## src/hw/rtl/tcad_pkg.sv

```systemverilog
`timescale 1ns / 1ps
`default_nettype none

package tcad_pkg;

    localparam int DistW = 29;   // width of the distance result
    localparam int RemW  = 140;  // 256 * det^2 and all trial products fit here
    localparam int AccW  = 110;  // q * norm
    localparam int NormW = 80;   // c . c

    // Payload that walks down the square-root search
    typedef struct packed {
        logic [RemW-1:0]  rem;   // 256 * det^2 minus q^2 * norm so far
        logic [AccW-1:0]  bacc;  // q * norm so far
        logic [NormW-1:0] norm;
        logic [DistW-1:0] q;
        logic             par;
    } root_t;

endpackage

`default_nettype wire

```

## src/hw/rtl/tcad_root_stage.sv

```systemverilog
`timescale 1ns / 1ps
`default_nettype none

module tcad_root_stage
    import tcad_pkg::*;
#(
    parameter int BIT = 0
)
(
    input  wire logic  clk,
    input  wire logic  rst_n,
    input  wire logic  en,
    input  wire logic  in_valid,
    input  root_t      in_data,
    output logic       out_valid,
    output root_t      out_data
);

    logic        vld_reg;
    root_t       data_reg;
    root_t       data_next;
    logic [RemW-1:0] trial_w;

    // (q + 2^b)^2 N - q^2 N = q N 2^(b+1) + N 2^(2b)
    always_comb
    begin
        trial_w   = ({(RemW - AccW)'(0), in_data.bacc} << (BIT + 1))
                  + ({(RemW - NormW)'(0), in_data.norm} << (2 * BIT));
        data_next = in_data;
        if (trial_w <= in_data.rem)
        begin
            data_next.rem    = in_data.rem - trial_w;
            data_next.bacc   = in_data.bacc + ({(AccW - NormW)'(0), in_data.norm} << BIT);
            data_next.q[BIT] = 1'b1;
        end
    end

    always_ff @(posedge clk or negedge rst_n)
    begin
        if (!rst_n)
        begin
            vld_reg <= 1'b0;
        end
        else if (en)
        begin
            vld_reg <= in_valid;
        end
    end

    always_ff @(posedge clk)
    begin
        if (en)
        begin
            data_reg <= data_next;
        end
    end

    assign out_valid = vld_reg;
    assign out_data  = data_reg;

endmodule

`default_nettype wire

```

## config.mk

```make
export PLATFORM = sky130hd
export DESIGN_NAME = tcad_root_stage
export DESIGN_NICKNAME = d
export VERILOG_FILES = /design/src/hw/rtl/tcad_pkg.sv /design/src/hw/rtl/tcad_root_stage.sv
export SDC_FILE = /design/constraint.sdc
export NUM_CORES = 1
export LEC_CHECK = 0
export ABC_CLOCK_PERIOD_IN_PS = 950
export BUFFER_PORTS_ARGS = -buffer_cell sky130_fd_sc_hd__buf_2
export CORE_MARGIN = 5
export CORE_UTILIZATION = 40
export CTS_CLUSTER_DIAMETER = 200
export CTS_CLUSTER_SIZE = 28
export DETAILED_ROUTE_END_ITERATION = 16
export PLACE_DENSITY = 0.64
export SYNTH_ARGS = -nofsm -noshare
export SYNTH_HDL_FRONTEND = slang
export SYNTH_SLANG_ARGS = --single-unit
```

## constraint.sdc

```tcl
create_clock -name clk -period 0.95 [get_ports clk]
set_clock_uncertainty 0.1 [all_clocks]
set_input_delay 0.095 -clock clk [delete_from_list [all_inputs] [get_ports clk]]
set_output_delay 0.095 -clock clk [all_outputs]
set_load 0.005 [all_outputs]
```

# Yosys cells after proc, flatten, opt, wreduce, memory -nomap -nowiden
# Index checks and enable logic that the tools add are counted.
[word_totals] register_bits=361 in_bits=364 wordCells=12
[classes] n_addsub=3 magnitude_cmp=1 mux=1
[op_table] operator="$mux W250" count=1
[op_table] operator="$le A112 B140 Y1" count=1
[op_table] operator="$sub A140 B112 Y140" count=1
[op_table] operator="$add A111 B80 Y112" count=1
[op_table] operator="$add A110 B80 Y110" count=1

# Depth between registers and ports, before layout
[depth] word_depth=3 ltp_mapped=31 mapped_depth_nobuf=27

# Worst setup path after synthesis
# OpenSTA, ideal clock, no wires.
[synth_timing] kind="input -> register" startpoint="input in_data[31] (netlist name)" endpoint="register data_reg (netlist bit out_data[357]) (data pin)" setup_ns=0.259 path_buffers=3 arrival_ns=6.109 setup_slack_ns=-5.519 required_ns=0.591 cell_stages=30 cell_sequence="ha_1 fa_1 a211o_1 a2111oi_4 nor3_1 o311ai_2 a21oi_1 o211ai_1 nand3_1 a21oi_2 nor4_1 o41a_1 buf_2 nand2_1 xor2_1 ha_1 buf_2 and4_1 nand3_1 nand3b_1 or4b_1 nor4_1 a211oi_1 nand2_1 o21bai_1 buf_2 nand3_1 nor4_1 o2111ai_1 xnor2_1"
[synth_rtl] element="start: declaration" line_no="tcad_root_stage.sv:14" rtl="input root_t in_data,"
[synth_rtl] element="end signal: assignment" line_no="tcad_root_stage.sv:54" rtl="data_reg <= data_next;"
[synth_rtl] element="end: declaration" line_no="tcad_root_stage.sv:20" rtl="root_t data_reg;"

==> impl_metrics.csv <==
group,metric,value,unit
detailed_routing,dr.pass1.iters,5,
min_path,min_path_type,"input port to flip-flop",
logic_synthesis,synth_cells,3732,
power,power.switching,29.4,mW
worst_setup_path,cp_slowest_cell,"or4b_4",
power,pwr-share-seq,0.295,
cells_and_area,multi_input_area,22800,um^2
clocking,cts_tree,"yes",
clocking,tritoncts.num_buffers,16,
worst_setup_path,crit_required,1.31,ns
power,ir_drop,0.00125,V
logic_synthesis,synth_warnings,0,
sta,rsz0062_at_grt,"yes",
cells_and_area,layout_common_cells,"buf_4, buf_2, a21oi_1, dlygate4sd3_1, edfxtp_1",
run_status,status,"complete, but fails checks",
sta,maxSlewHeadroom,0.563,
clocking,clockRootBuffer,"clkbuf_16",
global_routing,grt_pass1_wl,236000,um
worst_setup_path,cp_num_buf_inv,9,
logic_synthesis,ys_top_cells_by_area,"edfxtp_1, ha_1, a21oi_1, xnor2_1, nor2_1",
power,p_leak,26.1,nW
logic_synthesis,ys_types,85,
worst_setup_path,crit_path_frequent_cell,"buf_12",
floorplanning,rows,103,
worst_setup_path,cpPeakStageDelay,0.61,ns
clocking,clock_latency,0.58,ns
cells_and_area,regArea,10800,um^2
detailed_routing,routed_wl,167000,um
cells_and_area,drive_gt1_frac,0.468,
job,drv_cap,0,
global_routing,overflow,0,
floorplanning,die_area,85300,um^2
floorplanning,fp.dieW,292,um
worst_setup_path,critPathArrivalTime,6.46,ns
cells_and_area,area_growth,80.4,%
floorplanning,coreArea,79000,um^2
detailed_routing,drc,0,
placement,dp.cells,6873,
sta,finalSetupViolCount,973,
sta,hold_viol,2,
sta,timing_max_transition_violations_final,0,
detailed_routing,vias_per_cell,5.56,
power,p_sw_frac,0.386,
power,pwr-share-comb,0.586,
global_routing,track_usage,0.351,
logic_synthesis,async_flop_share,0.00277,
power,powerDensity,1330,nW/um^2
sta,period_share,6.42,
logic_synthesis,syn-num-nets,4370,
run_status,violations,"negative hold slack, negative setup slack",
logic_synthesis,synth-edff-count,360,
worst_setup_path,cp_top_family,"compound AO/OA/AOI/OAI gates",
worst_setup_path,criticalPathCategory,"input port to flip-flop",
sta,hold_ws,-0.0319,ns
placement,port-buffer-count,724,
logic_synthesis,synth-seq-cells,361,
logic_synthesis,synth_top_area_frac,0.340,
worst_setup_path,cp-end-kind,"flip-flop",
floorplanning,start_util,0.403,
worst_setup_path,startpoint_type,"input port",
logic_synthesis,avgSynthCellArea,8.53,um^2
detailed_routing,drtAntennaViolNets,0,
power,power_frac_clock,0.120,
global_routing,antenna_found_initial,41,
cells_and_area,fill_cells,6006,
global_routing,grt_max_degree,32,
clocking,clock_path_buffers,3,
clocking,cts.htree.levels,1,
sta,clock.fmax,164,MHz
cells_and_area,final_common_cell,"buf_4",
sta,period_needed,6.10,ns
floorplanning,io_pins,725,
placement,hpwl,121000,um
detailed_routing,wl_per_cell,22.5,um
global_routing,grt_pass1_vias,40505,
clocking,numClockSinks,361,
cells_and_area,nets,6964,
placement,place_congestion,0.978,
logic_synthesis,synth_ff_type,"edfxtp_1",
sta,setup_ws,-5.15,ns
cells_and_area,fin_cells,7409,
logic_synthesis,syn-cell-area,31800,um^2
logic_synthesis,yosysSeqAreaShare,0.340,
detailed_routing,detail_route.iter0.violations,3320,
logic_synthesis,synth_area_leader_cell,"edfxtp_1",
clocking,clkTransAtPathRegs,0.13,ns
worst_setup_path,cp_max_fo,7,
floorplanning,die_height,292,um
detailed_routing,via_count,41193,
power,power.internal,46.8,mW
sta,worst_pin_slew,0.649,ns
==> final cells by class <==
class	count	share of cell area
inverter	106	0.00693
sequential	361	0.189
clock buffer	22	0.00773
tap	1050	0.0229
multi-input combinational	3085	0.398
timing repair buffer	2756	0.375
antenna	28	0.00122
clock inverter	1	0.0000871
==> synth_stat cells, drive strengths merged (31+ instances only) <==
cell type	count
a211oi	31
a21o	161
a21oi	544
buf	49
clkbuf	131
edfxtp	360
ha	271
inv	106
nand2	341
nand3	77
nand4	117
nor2	384
nor3	71
nor4	32
o21a	32
o21ai	242
o21bai	69
xnor2	197
xor2	150
==> what timing repair did <==
item	CTS	global route
hold buffers	363	1
buffers inserted	50	39
setup endpoints to repair	612	973
gates resized for setup	308	549
gates cloned	31	20
endpoints found under the hold margin	446	2
pin swaps	52	105
==> tightest hold or removal path: stages <==
cell and delay, ns:
buf_2 0.10, buf_4 0.11, nor4_1 0.05, nand4_1 0.10, xnor2_1 0.12
==> cells by family (layout without fill, tap and decap cells) <==
kind of cell | Yosys count | count (layout) | share of synthesized area
adder cells (fa/ha/maj) | 274 | 274 | 0.108
XOR/XNOR | 347 | 347 | 0.0955
AO/OA/AOI/OAI | 1256 | 1256 | 0.241
flip-flops | 361 | 361 | 0.340
multiplexers | 1 | 1 | 0.000354
buffers and inverters | 286 | 2885 | 0.0354
AND/OR/NAND/NOR | 1207 | 1207 | 0.179
other | 0 | 28 | 0
==> per-stage QoR <==
stage / power, mW / setup TNS [ns] / setup WS [ns] / area, um^2 / utilization
2_1_floorplan: 39.6 / -1221.22 / -5.12 / 32200 / -
3_3_place_gp: 61.3 / -1467.57 / -5.95 / 48200 / 0.610
3_5_place_dp: 61.6 / -1490.24 / -6.06 / 48200 / 0.610
4_1_cts: 72.9 / -1474.72 / -5.04 / 54700 / 0.693
5_1_grt: 80.0 / -1555.05 / -5.31 / 57400 / 0.727
6_report: 76.2 / -1507.95 / -5.15 / 57400 / 0.727
==> routing by layer <==
metal  global-route usage  share of wire  vias up
met3               0.0610          0.086      508
met2                0.586           0.47     2087
met1                0.447           0.39    19553
li1                     -              -    19033
met4                0.155          0.056       12
met5                    0        0.00044        -
==> state kept, by name (all words and copies together), names as in the netlist <==
name / flops
out_data: 360
out_valid: 1
==> power by group through the flow <==
stage / sequential (mW) / combinational (mW) / clock (mW)
2_1_floorplan: 22.7 / 17.0 / 0
3_3_place_gp: 22.8 / 38.5 / 0
3_5_place_dp: 22.7 / 38.9 / 0
4_1_cts: 22.4 / 41.4 / 9.14
5_1_grt: 22.6 / 47.6 / 9.81
6_report: 22.5 / 44.6 / 9.11
==> final timing paths <==
| path | slack, ns | endpoint | cells past startpoint | from |
|---|---|---|---|---|
| max | -5.15 | out_data[277] | 34 | in_data[110] |
| min | -0.03 | out_data[358] | 5 | in_data[350] |
| max reg2reg | 0.10 | out_valid | 1 | out_valid |
| min reg2reg | 0.42 | out_valid | 1 | out_valid |
| max in group asynchronous | 0.40 | out_valid | 3 | rst_n |
| min in group asynchronous | 0.25 | out_valid | 3 | rst_n |
(Power assumes the default switching activity.)
